**config.mk**
```make
export PLATFORM = sky130hd
export DESIGN_NAME = densified_wta_hash_flat
export DESIGN_NICKNAME = d
export VERILOG_FILES = /design/src/hw/rtl/dwh_pkg.sv /design/src/hw/rtl/dwh_if.sv /design/src/hw/rtl/densified_wta_hash.sv /design/src/flat_wrapper.sv
export SDC_FILE = /design/constraint.sdc
export NUM_CORES = 2
export LEC_CHECK = 0
export ABC_AREA = 1
export BUFFER_PORTS_ARGS = -buffer_cell sky130_fd_sc_hd__buf_2
export CAP_MARGIN = 20
export CORE_UTILIZATION = 40
export DETAILED_ROUTE_END_ITERATION = 10
export HOLD_SLACK_MARGIN = 0.1
export SETUP_SLACK_MARGIN = 0.3
export SKIP_CTS_REPAIR_TIMING = 1
export SLEW_MARGIN = 20
export SYNTH_ARGS = -nofsm -noshare
export SYNTH_HDL_FRONTEND = slang
export SYNTH_SLANG_ARGS = --single-unit
```
**constraint.sdc**
```tcl
create_clock -name clk -period 7.7 [get_ports clk]
set_input_delay 0.385 -clock clk [delete_from_list [all_inputs] [get_ports clk]]
set_output_delay 0.385 -clock clk [all_outputs]
set_load 0.01 [all_outputs]
```
**src/hw/rtl/dwh_pkg.sv**
```systemverilog
`timescale 1ns / 1ps
// ----------------------------------------------------------------------------
// dwh_pkg
// Shared widths and constants for the densified winner-take-all hash block.
// ----------------------------------------------------------------------------
package dwh_pkg;

  // Request field widths
  localparam int IDX_W    = 20;
  localparam int BIN_ID_W = 16;
  localparam int VAL_W    = 32;

  // Result field widths
  localparam int SLOT_W = 5;

  // Configuration port
  localparam int MULT_W  = 31;
  localparam int PDATA_W = 32;
  localparam int PADDR_W = 3;

  // Register word indexes
  localparam logic [0:0] REG_PROBE_MULT = 1'b0;

  // Probe hash: t = ((bin + 1) << PROBE_BIN_SHIFT) + count,
  // h = ((m * t) << PROBE_PRE_SHIFT) mod 2^32 >> (32 - LOG_BINS)
  localparam int PROBE_BIN_SHIFT = 6;
  localparam int PROBE_PRE_SHIFT = 3;
  localparam int HASH_W          = 32;

  // Probe product bits that survive the pre-shift
  localparam int PROD_W = HASH_W - PROBE_PRE_SHIFT;

endpackage

```
**src/hw/rtl/dwh_if.sv**
```systemverilog
`timescale 1ns / 1ps
// ----------------------------------------------------------------------------
// dwh_in_if / dwh_out_if
// Valid/ready channels carrying element requests and per-bin hash results.
// ----------------------------------------------------------------------------
interface dwh_in_if;
  logic                              valid;
  logic                              ready;
  logic [dwh_pkg::IDX_W-1:0]         element_index;
  logic [dwh_pkg::BIN_ID_W-1:0]      bin_id;
  logic signed [dwh_pkg::VAL_W-1:0]  value;
  logic                              last;

  modport source (output valid, element_index, bin_id, value, last, input ready);
  modport sink   (input valid, element_index, bin_id, value, last, output ready);
endinterface

interface dwh_out_if;
  logic                          valid;
  logic                          ready;
  logic [dwh_pkg::SLOT_W-1:0]    slot;
  logic [dwh_pkg::IDX_W-1:0]     hash_index;
  logic                          failed;
  logic                          last_result;

  modport source (output valid, slot, hash_index, failed, last_result, input ready);
  modport sink   (input valid, slot, hash_index, failed, last_result, output ready);
endinterface

```
**src/hw/rtl/densified_wta_hash.sv**
```systemverilog
`timescale 1ns / 1ps
// ----------------------------------------------------------------------------
// densified_wta_hash
// Streams sparse elements into per-bin winner registers, then emits one
// densified hash per bin, probing empty bins through a shared multiplier.
// ----------------------------------------------------------------------------
// Absorb: a bin store read, then compare and write back; no new element is
// accepted until the write back is done. Emit: a filled bin passes check,
//   store read and output; an empty bin passes check, then per probe (up to
//   MAX_PROBES) a multiply and a clamp and check, then a store read on a hit,
//   then output, plus any output stall.
// Reset (rst_n low, synchronous): all bins empty, multiplier = 1, idle.
// ----------------------------------------------------------------------------
module densified_wta_hash #(
  parameter int NUM_BINS   = 32,
  parameter int LOG_BINS   = 5,
  parameter int MAX_PROBES = 101
) (
  input  logic                         clk,
  input  logic                         rst_n,
  dwh_in_if.sink                       in_if,
  dwh_out_if.source                    out_if,
  input  logic                         cfg_psel,
  input  logic                         cfg_penable,
  input  logic                         cfg_pwrite,
  input  logic [dwh_pkg::PADDR_W-1:0]  cfg_paddr,
  input  logic [dwh_pkg::PDATA_W-1:0]  cfg_pwdata,
  output logic [dwh_pkg::PDATA_W-1:0]  cfg_prdata,
  output logic                         cfg_pready
);

  localparam int BIN_W = (NUM_BINS > 1) ? $clog2(NUM_BINS) : 1;
  localparam int CNT_W = $clog2(MAX_PROBES + 1);
  localparam int T_W   = BIN_W + 8;
  localparam int MUL_W = dwh_pkg::MULT_W + T_W;
  localparam logic [BIN_W-1:0] LAST_BIN = BIN_W'(NUM_BINS - 1);

  localparam logic [2:0] S_IDLE      = 3'd0;
  localparam logic [2:0] S_ABSORB    = 3'd1;
  localparam logic [2:0] S_EMIT_CHK  = 3'd2;
  localparam logic [2:0] S_PROBE_MUL = 3'd3;
  localparam logic [2:0] S_PROBE_CHK = 3'd4;
  localparam logic [2:0] S_EMIT_RD   = 3'd5;
  localparam logic [2:0] S_OUT       = 3'd6;

  // Control state
  logic [2:0]                  state_r, state_nxt;
  logic [BIN_W-1:0]            b_r, b_nxt;
  logic [CNT_W-1:0]            c_r, c_nxt;
  logic [NUM_BINS-1:0]         filled_r, filled_nxt;
  logic                        out_valid_r, out_valid_nxt;
  logic [dwh_pkg::MULT_W-1:0]  mult_r;

  // Latched request
  logic [dwh_pkg::IDX_W-1:0]         idx_r;
  logic [BIN_W-1:0]                  bin_r;
  logic                              bin_ok_r;
  logic signed [dwh_pkg::VAL_W-1:0]  value_r;
  logic                              last_r;

  // Bin store
  logic signed [dwh_pkg::VAL_W-1:0]  mem_val [NUM_BINS];
  logic [dwh_pkg::IDX_W-1:0]         mem_idx [NUM_BINS];
  logic signed [dwh_pkg::VAL_W-1:0]  rd_val_r;
  logic [dwh_pkg::IDX_W-1:0]         rd_idx_r;
  logic [BIN_W-1:0]                  rd_addr;

  // Probe datapath
  logic [T_W-1:0]              probe_t;
  logic [MUL_W-1:0]            prod_full;
  logic [dwh_pkg::PROD_W-1:0]  prod_r;
  logic [LOG_BINS-1:0]         probe_h;
  logic [7:0]                  probe_h8;
  logic [BIN_W-1:0]            probe_q;

  // Result register
  logic [dwh_pkg::SLOT_W-1:0]  out_slot_r;
  logic [dwh_pkg::IDX_W-1:0]   out_idx_r;
  logic                        out_failed_r;
  logic                        out_last_r;

  logic in_fire, out_fire, bin_ok, win, we, load_hit, load_fail, cfg_wr;

  // Handshakes
  assign in_if.ready = (state_r == S_IDLE);
  assign in_fire     = in_if.valid && in_if.ready;
  assign out_fire    = out_valid_r && out_if.ready;
  assign bin_ok      = (in_if.bin_id < dwh_pkg::BIN_ID_W'(NUM_BINS));

  assign out_if.valid       = out_valid_r;
  assign out_if.slot        = out_slot_r;
  assign out_if.hash_index  = out_idx_r;
  assign out_if.failed      = out_failed_r;
  assign out_if.last_result = out_last_r;

  // Configuration port
  assign cfg_pready = 1'b1;
  assign cfg_wr     = cfg_psel && cfg_penable && cfg_pwrite && cfg_pready;
  assign cfg_prdata = (cfg_paddr[2] == dwh_pkg::REG_PROBE_MULT) ?
                      dwh_pkg::PDATA_W'(mult_r) : '0;

  // Probe hash: one multiply, then clamp the top bits to the last bin
  assign probe_t   = ((T_W'(b_r) + T_W'(1)) << dwh_pkg::PROBE_BIN_SHIFT) + T_W'(c_r);
  assign prod_full = MUL_W'(mult_r) * MUL_W'(probe_t);
  assign probe_h   = prod_r[dwh_pkg::PROD_W-1 -: LOG_BINS];
  assign probe_h8  = 8'(probe_h);
  assign probe_q   = (probe_h8 > 8'(NUM_BINS - 1)) ? LAST_BIN : BIN_W'(probe_h8);

  // Replace on an empty bin or a strictly larger value
  assign win = bin_ok_r && (!filled_r[bin_r] || (value_r > rd_val_r));
  assign we  = (state_r == S_ABSORB) && win;

  // Select the store read address
  always_comb begin
    case (state_r)
      S_IDLE:      rd_addr = BIN_W'(in_if.bin_id);
      S_EMIT_CHK:  rd_addr = b_r;
      S_PROBE_CHK: rd_addr = probe_q;
      default:     rd_addr = bin_r;
    endcase
  end

  // Sequencer
  always_comb begin
    state_nxt     = state_r;
    b_nxt         = b_r;
    c_nxt         = c_r;
    filled_nxt    = filled_r;
    out_valid_nxt = out_valid_r;
    load_hit      = 1'b0;
    load_fail     = 1'b0;
    case (state_r)
      S_IDLE: begin
        if (in_fire) state_nxt = S_ABSORB;
      end
      S_ABSORB: begin
        if (win) filled_nxt[bin_r] = 1'b1;
        b_nxt     = '0;
        state_nxt = last_r ? S_EMIT_CHK : S_IDLE;
      end
      S_EMIT_CHK: begin
        if (filled_r[b_r]) begin
          state_nxt = S_EMIT_RD;
        end else begin
          c_nxt     = CNT_W'(1);
          state_nxt = S_PROBE_MUL;
        end
      end
      S_PROBE_MUL: begin
        state_nxt = S_PROBE_CHK;
      end
      S_PROBE_CHK: begin
        if (filled_r[probe_q]) begin
          state_nxt = S_EMIT_RD;
        end else if (c_r == CNT_W'(MAX_PROBES)) begin
          load_fail     = 1'b1;
          out_valid_nxt = 1'b1;
          state_nxt     = S_OUT;
        end else begin
          c_nxt     = c_r + CNT_W'(1);
          state_nxt = S_PROBE_MUL;
        end
      end
      S_EMIT_RD: begin
        load_hit      = 1'b1;
        out_valid_nxt = 1'b1;
        state_nxt     = S_OUT;
      end
      S_OUT: begin
        if (out_fire) begin
          out_valid_nxt = 1'b0;
          if (b_r == LAST_BIN) begin
            filled_nxt = '0;
            state_nxt  = S_IDLE;
          end else begin
            b_nxt     = b_r + BIN_W'(1);
            state_nxt = S_EMIT_CHK;
          end
        end
      end
      default: begin
        state_nxt = S_IDLE;
      end
    endcase
  end

  // Control registers
  always_ff @(posedge clk) begin
    if (!rst_n) begin
      state_r     <= S_IDLE;
      b_r         <= '0;
      c_r         <= '0;
      filled_r    <= '0;
      out_valid_r <= 1'b0;
      mult_r      <= dwh_pkg::MULT_W'(1);
    end else begin
      state_r     <= state_nxt;
      b_r         <= b_nxt;
      c_r         <= c_nxt;
      filled_r    <= filled_nxt;
      out_valid_r <= out_valid_nxt;
      if (cfg_wr && (cfg_paddr[2] == dwh_pkg::REG_PROBE_MULT)) begin
        mult_r <= cfg_pwdata[dwh_pkg::MULT_W-1:0];
      end
    end
  end

  // Hold the accepted request
  always_ff @(posedge clk) begin
    if (in_fire) begin
      idx_r    <= in_if.element_index;
      bin_r    <= BIN_W'(in_if.bin_id);
      bin_ok_r <= bin_ok;
      value_r  <= in_if.value;
      last_r   <= in_if.last;
    end
  end

  // Bin store: one write, one registered read
  always_ff @(posedge clk) begin
    if (we) begin
      mem_val[bin_r] <= value_r;
      mem_idx[bin_r] <= idx_r;
    end
    rd_val_r <= mem_val[rd_addr];
    rd_idx_r <= mem_idx[rd_addr];
  end

  // Register the probe product
  always_ff @(posedge clk) begin
    if (state_r == S_PROBE_MUL) prod_r <= prod_full[dwh_pkg::PROD_W-1:0];
  end

  // Load the result register
  always_ff @(posedge clk) begin
    if (load_hit || load_fail) begin
      out_slot_r   <= dwh_pkg::SLOT_W'(b_r);
      out_idx_r    <= load_hit ? rd_idx_r : '0;
      out_failed_r <= load_fail;
      out_last_r   <= (b_r == LAST_BIN);
    end
  end

  // Store is empty right after the final result leaves
  a_clear_after_last: assert property (@(posedge clk) disable iff (!rst_n)
    (out_fire && out_last_r) |=> (filled_r == '0))
    else $error("bin store not cleared after final result");

  // No request is taken while a result is pending
  a_no_accept_pending: assert property (@(posedge clk) disable iff (!rst_n)
    in_fire |-> !out_valid_r)
    else $error("request accepted while result pending");

  // Probe count stays within its bound
  a_probe_bound: assert property (@(posedge clk) disable iff (!rst_n)
    (state_r == S_PROBE_CHK) |-> ((c_r >= CNT_W'(1)) && (c_r <= CNT_W'(MAX_PROBES))))
    else $error("probe count out of range");

endmodule

```
**src/flat_wrapper.sv**
```systemverilog
// flat-port wrapper written by rule: the top's interface ports become plain ports
module densified_wta_hash_flat 
#(
  parameter int NUM_BINS   = 32,
  parameter int LOG_BINS   = 5,
  parameter int MAX_PROBES = 101
)
  (clk, rst_n, cfg_psel, cfg_penable, cfg_pwrite, cfg_paddr, cfg_pwdata, cfg_prdata, cfg_pready, in_if_valid, in_if_element_index, in_if_bin_id, in_if_value, in_if_last, in_if_ready, out_if_valid, out_if_slot, out_if_hash_index, out_if_failed, out_if_last_result, out_if_ready);
  dwh_in_if in_if_i ();
  dwh_out_if out_if_i ();
  input  logic clk;
  input  logic rst_n;
  input  logic cfg_psel;
  input  logic cfg_penable;
  input  logic cfg_pwrite;
  input  logic [dwh_pkg::PADDR_W-1:0] cfg_paddr;
  input  logic [dwh_pkg::PDATA_W-1:0] cfg_pwdata;
  output logic [dwh_pkg::PDATA_W-1:0] cfg_prdata;
  output logic cfg_pready;
  input wire logic [$bits(in_if_i.valid)-1:0] in_if_valid;
  input wire logic [$bits(in_if_i.element_index)-1:0] in_if_element_index;
  input wire logic [$bits(in_if_i.bin_id)-1:0] in_if_bin_id;
  input wire logic [$bits(in_if_i.value)-1:0] in_if_value;
  input wire logic [$bits(in_if_i.last)-1:0] in_if_last;
  output wire logic [$bits(in_if_i.ready)-1:0] in_if_ready;
  output wire logic [$bits(out_if_i.valid)-1:0] out_if_valid;
  output wire logic [$bits(out_if_i.slot)-1:0] out_if_slot;
  output wire logic [$bits(out_if_i.hash_index)-1:0] out_if_hash_index;
  output wire logic [$bits(out_if_i.failed)-1:0] out_if_failed;
  output wire logic [$bits(out_if_i.last_result)-1:0] out_if_last_result;
  input wire logic [$bits(out_if_i.ready)-1:0] out_if_ready;
  assign in_if_i.valid = in_if_valid;
  assign in_if_i.element_index = in_if_element_index;
  assign in_if_i.bin_id = in_if_bin_id;
  assign in_if_i.value = in_if_value;
  assign in_if_i.last = in_if_last;
  assign in_if_ready = in_if_i.ready;
  assign out_if_valid = out_if_i.valid;
  assign out_if_slot = out_if_i.slot;
  assign out_if_hash_index = out_if_i.hash_index;
  assign out_if_failed = out_if_i.failed;
  assign out_if_last_result = out_if_i.last_result;
  assign out_if_i.ready = out_if_ready;
  densified_wta_hash #(.NUM_BINS(NUM_BINS), .LOG_BINS(LOG_BINS), .MAX_PROBES(MAX_PROBES)) u_core (.clk(clk), .rst_n(rst_n), .in_if(in_if_i), .out_if(out_if_i), .cfg_psel(cfg_psel), .cfg_penable(cfg_penable), .cfg_pwrite(cfg_pwrite), .cfg_paddr(cfg_paddr), .cfg_pwdata(cfg_pwdata), .cfg_prdata(cfg_prdata), .cfg_pready(cfg_pready));
endmodule
```
# Word level (Yosys, flattened, before mapping)
# Memory sizes are Yosys's and may differ from the RTL's. A register that Yosys moved wholly into a read port is not among the register bits.
# Cells that the tools add are included.
# op_classes
add_sub_neg	4
n_mul	1
n_mux	40
magnitude_cmp	7
n_eq_ne	17
n_bitwise	2
reduce_logical	20
# ops
cell	count
two-way mux 32 bit	3
one-hot mux 32 bit (2 select lines)	1
greater-than comparator 32 bit	1
bitwise OR 32 bit	1
multiplier 31 x 13 -> 29 bit	1
two-way mux 31 bit	1
two-way mux 7 bit	3
one-hot mux 3 bit (7 select lines)	1
less-than comparator 5 x 6 -> 1 bit, second input constant	3
less-than comparator 16 x 6 -> 1 bit, second input constant	1
binary-select mux 1 bit (select 5 bit)	3
two-way mux 3 bit	5
two-way mux 5 bit	3
one-hot mux 5 bit (3 select lines)	1
one-hot mux 7 bit (2 select lines)	1
adder 13 x 7 -> 13 bit	1
two-way mux 1 bit	13
AND reduction 4 bit	3
!= test 2 bit, second input constant	5
one-hot mux 5 bit (2 select lines)	1
equality test 3 bit, second input constant	3
logical AND 1 bit	8
!= test 2 x 1 -> 1 bit, second input constant	4
adder 7 x 1 -> 7 bit, second input constant	1
19 further kinds	23
# word_totals
mem_count	2
ramBits	1664
word_cells	109
ff_bits	194
# memory_table
name	words	word_bits	read_ports	rd_ports_with_merged_regs	wr	line	text
u_core.mem_val	32	32	1	1	1	densified_wta_hash.sv:62	logic signed [dwh_pkg::VAL_W-1:0] mem_val [NUM_BINS];
u_core.mem_idx	32	20	1	1	1	densified_wta_hash.sv:63	logic [dwh_pkg::IDX_W-1:0] mem_idx [NUM_BINS];

# Longest topological paths before layout
# depth
ltp_word	8
mapped_depth	33
ltp_nobuf	32

# Least setup slack after synthesis
# No wires, ideal clock.
# synth_path
path_type	reg2reg
start	reg u_core.value_r[31] (netlist name)
end	mem u_core.mem_idx[0][0] (netlist name), enable pin
required_ns	7.174
path_slack_ns	1.529
path_stages_with_launch	14
n_path_buf	1
t_arrival_ns	5.646
synth_period_minus_slack_ns	6.171
path_cell_list	edfxtp_1 ha_1 nand2_1 nor3_1 and3_1 nand2_1 nand2_1 nand2_1 nand2_1 nand2_1 nand2_1 nand2_1 clkbuf_1 nor3_1
# synth_between
elab_chain_cells	6
# synth_rtl
item	line	text
start, declared	densified_wta_hash.sv:58	logic signed [dwh_pkg::VAL_W-1:0] value_r;
start signal, assigned	densified_wta_hash.sv:214	value_r <= in_if.value;
greater-than comparator 32 bit	densified_wta_hash.sv:110	assign win = bin_ok_r && (!filled_r[bin_r] || (value_r > rd_val_r));
logical OR 1 bit	densified_wta_hash.sv:110	
logical AND 1 bit	densified_wta_hash.sv:110	
logical AND 1 bit	densified_wta_hash.sv:111	assign we = (state_r == S_ABSORB) && win;
two-way mux 1 bit	densified_wta_hash.sv:221	if (we) begin
two-way mux 1 bit (implied by the code)	densified_wta_hash.sv:223	mem_idx[bin_r] <= idx_r;
end, declared	densified_wta_hash.sv:63	
# No other way between the ends.

# Final worst setup path
# layout_path
start	reg u_core.b_r[0]
end	reg u_core.prod_r[27] (netlist name), data pin
# layout_between
elab_chain_cells	3
# layout_rtl
item	line	text
start, declared	densified_wta_hash.sv:48	logic [BIN_W-1:0] b_r, b_nxt;
start signal, assigned	densified_wta_hash.sv:198	b_r <= b_nxt;
adder 5 x 1 -> 6 bit	densified_wta_hash.sv:103	assign probe_t = ((T_W'(b_r) + T_W'(1)) << dwh_pkg::PROBE_BIN_SHIFT) + T_W'(c_r);
adder 13 x 7 -> 13 bit	densified_wta_hash.sv:103	
multiplier 31 x 13 -> 29 bit	densified_wta_hash.sv:104	assign prod_full = MUL_W'(mult_r) * MUL_W'(probe_t);
via u_core.prod_full[27]	densified_wta_hash.sv:70	logic [MUL_W-1:0] prod_full;
end signal, assigned	densified_wta_hash.sv:231	if (state_r == S_PROBE_MUL) prod_r <= prod_full[dwh_pkg::PROD_W-1:0];
end, declared	densified_wta_hash.sv:71	logic [dwh_pkg::PROD_W-1:0] prod_r;
# The timed path passes the listed nets, and every way through them passes these cells.
# A chain may end at the register's enable or synchronous reset.

==> impl_metrics.tcl <==
set metrics [dict create \
    synth_edf_count 1755 \
    yosysMostFrequentCell "edfxtp_1" \
    ys_top_cells_by_area "edfxtp_1 (63%), o211ai_1 (7.6%), fa_1 (5.3%)" \
    fin_area_um2 94800 \
    worstRegToRegCells 26 \
    slew_headroom 0.232 \
    slowest_stage "fa_1" \
    antenna_left 0 \
    drtIter0Drc 6200 \
    rrSetupSlack_ns 0.91 \
    synth-async-reset-ratio 0 \
    worstMarginPinSlew_ns 1.15 \
    clock_skew_ns 0.0634 \
    clk_pin_slew_worst_paths_ns 0.06 \
    synthCells 6694 \
    drt_first_pass_iters 5 \
    startpoint_type "flip-flop" \
    grt_pass1_wl_um 341000 \
    grt-ovfl-total 0 \
    end_kind "flip-flop" \
    finalNetCount 7273 \
    r2r_start "u_core.b_r[0]" \
    maxSlewViolCount 0 \
    ys_seq_area_frac 0.659 \
    dpl_cell_area_um2 87800 \
    yosys.area.top_type_share 0.627 \
    status "finished clean" \
    hold_path_depth 3 \
    required_ns 8.27 \
    final-hold-violation-count 0 \
    synth_ff_type "edfxtp_1" \
    grt_max_degree 166 \
    dieArea_um2 212000 \
    routedWlPerCell_um 23.8 \
    gp_congestion 0.862 \
    nFillCells 18500 \
    syn_area_um2 84000 \
    grt_pass1_vias 52100 \
    fp.dieH_um 460 \
    ys_ff_latch 1886 \
    timing.hold.ws_ns 0.129 \
    path_delay_family "adder cells" \
    critPathBufInv 5 \
    num_rows 167 \
    insertion_delay_ns 0.84 \
    route.vias.total 54200 \
    hold_end "u_core.mult_r[4]" \
    cts_sinks 1886 \
    finalSetupViolCount 0 \
    syn_avg_cell_area_um2 12.5 \
    worst-path-max-fanout 24 \
    leakagePower_nw 32.0 \
    place_ws_ns 0.923 \
    root_buffer "clkbuf_16" \
    track_usage 0.217 \
    fp.dieW_um 460 \
    core_um2 208000 \
    critPathMaxStageDelay_ns 0.55 \
    htree_levels 4 \
    clockBufferDepth 3 \
    yosysTopAreaCell "edfxtp_1" \
    synth_cell_type_count 49 \
    rsz0062_at_grt "false" \
    cp_common_cell "fa_1" \
    final_cells 9803 \
    cts_tree "done" \
    dp_cells 9357 \
    numPortBuffers 167 \
    numCtsBuffers 190 \
    dp_hpwl_um 113000 \
    drc 0 \
    regToRegEndpoint "u_core.prod_r[27]" \
    hold_class "input port to flip-flop" \
    start_util 0.404 \
    antenna_found_initial 4 \
    fin_tns_setup_ns 0 \
    num_io_pins 173 \
    area_growth_pct 12.8 \
    clock.fmax_mhz 147 \
    period_minus_slack_ns 6.79 \
    worstSetupPathType "flip-flop to flip-flop" \
    finalCritPeriodShare 0.882 \
    yosys_warnings 0 \
    power.total_mw 30.1 \
    post-route-util 0.456 \
    drive_gt1_frac 0.118 \
    ir_drop_mv 0.354 \
    crit_arrival_ns 7.36 \
    synth_commonest_cells "edfxtp_1 (1755), o211ai_1 (845), nand2_1 (677), nor2_1 (559), inv_1 (470)" \
    worstHoldStart "rst_n" \
    via_per_inst 5.53 \
    routed_wl_um 234000 \
    setup_ws_ns 0.906 \
    drv_cap 0 \
    power_density_nw_per_um2 317 \
]
-- power by group --
| part | internal [mW] | switching, mW | leakage (nW) |
|---|---|---|---|
| registers | 11.8 | 0.323 | 16.9 |
| logic | 2.68 | 6.24 | 12.1 |
| clock network | 5.06 | 3.96 | 2.94 |
-- kinds of logic after synthesis --
| logic type | after synthesis | share of synthesized area |
|---|---|---|
| simple gates | 2085 | 0.113 |
| flops | 1886 | 0.659 |
| compound gates | 1456 | 0.113 |
| buf+inv | 931 | 0.0464 |
| fa+ha+maj | 307 | 0.0657 |
| xor+xnor | 27 | 0.00290 |
| other cells | 2 | 0.0000894 |
-- sequential cells by signal (all words and copies together) (netlist names), 20 cells and up --
name                      cells
u_core.mem_idx              640
u_core.mult_r                31
u_core.filled_r              32
u_core.out_if.hash_index     20
u_core.value_r               32
u_core.rd_val_r              32
u_core.rd_idx_r              20
u_core.idx_r                 20
u_core.mem_val             1024
-- final cells by class --
type,count,area (um^2),area share
clock inverters,82,786,0.00829
clock buffers,269,5270,0.0556
flip-flops and latches,1886,55300,0.584
inverters,483,1840,0.0194
multi-input cells,3893,25100,0.264
diodes,1,2.50,0.0000264
repair buffers,401,3020,0.0318
well taps,2788,3490,0.0368
-- metal layers --
| layer | routed length, um | global-route usage | vias to the layer above |
|---|---|---|---|
| li1 | - | - | 24300 |
| met2 | 107000 | 0.341 | 2209 |
| met1 | 102000 | 0.307 | 27300 |
| met5 | 0 | 0 | - |
| met3 | 19000 | 0.0386 | 370 |
| met4 | 6310 | 0.0616 | 0 |
-- tightest hold or removal path: cells and delay by family --
family                 cells  cell delay [ns]
buffers and inverters      1             0.29
AO/OA/AOI/OAI              2             0.21
-- how the worst max path moves through the flow --
stage,from,to,cells after the start
detailed placement,u_core.b_r[0],u_core.prod_r[27],26
floorplan,u_core.value_r[31],u_core.mem_idx[0][0],13
finish,u_core.b_r[0],u_core.prod_r[27],26
CTS,u_core.b_r[0],u_core.prod_r[27],26
global placement,u_core.b_r[0],u_core.prod_r[27],26
global route,u_core.b_r[0],u_core.prod_r[28],27
-- placed cells by master, fill, tap and decap left out, types with 94 or more instances in the layout --
master         count
dfxtp_1          130
nand2_1          673
buf_2            167
edfxtp_1        1755
a21oi_1          131
nor2_1           557
or2_2            194
buf_4            125
inv_1            470
o21ai_0          439
clkbuf_16        193
or2_0            188
nand3_1          317
fa_1             223
dlygate4sd3_1     94
o211ai_1         845
Power figures use the tool's default switching activity.
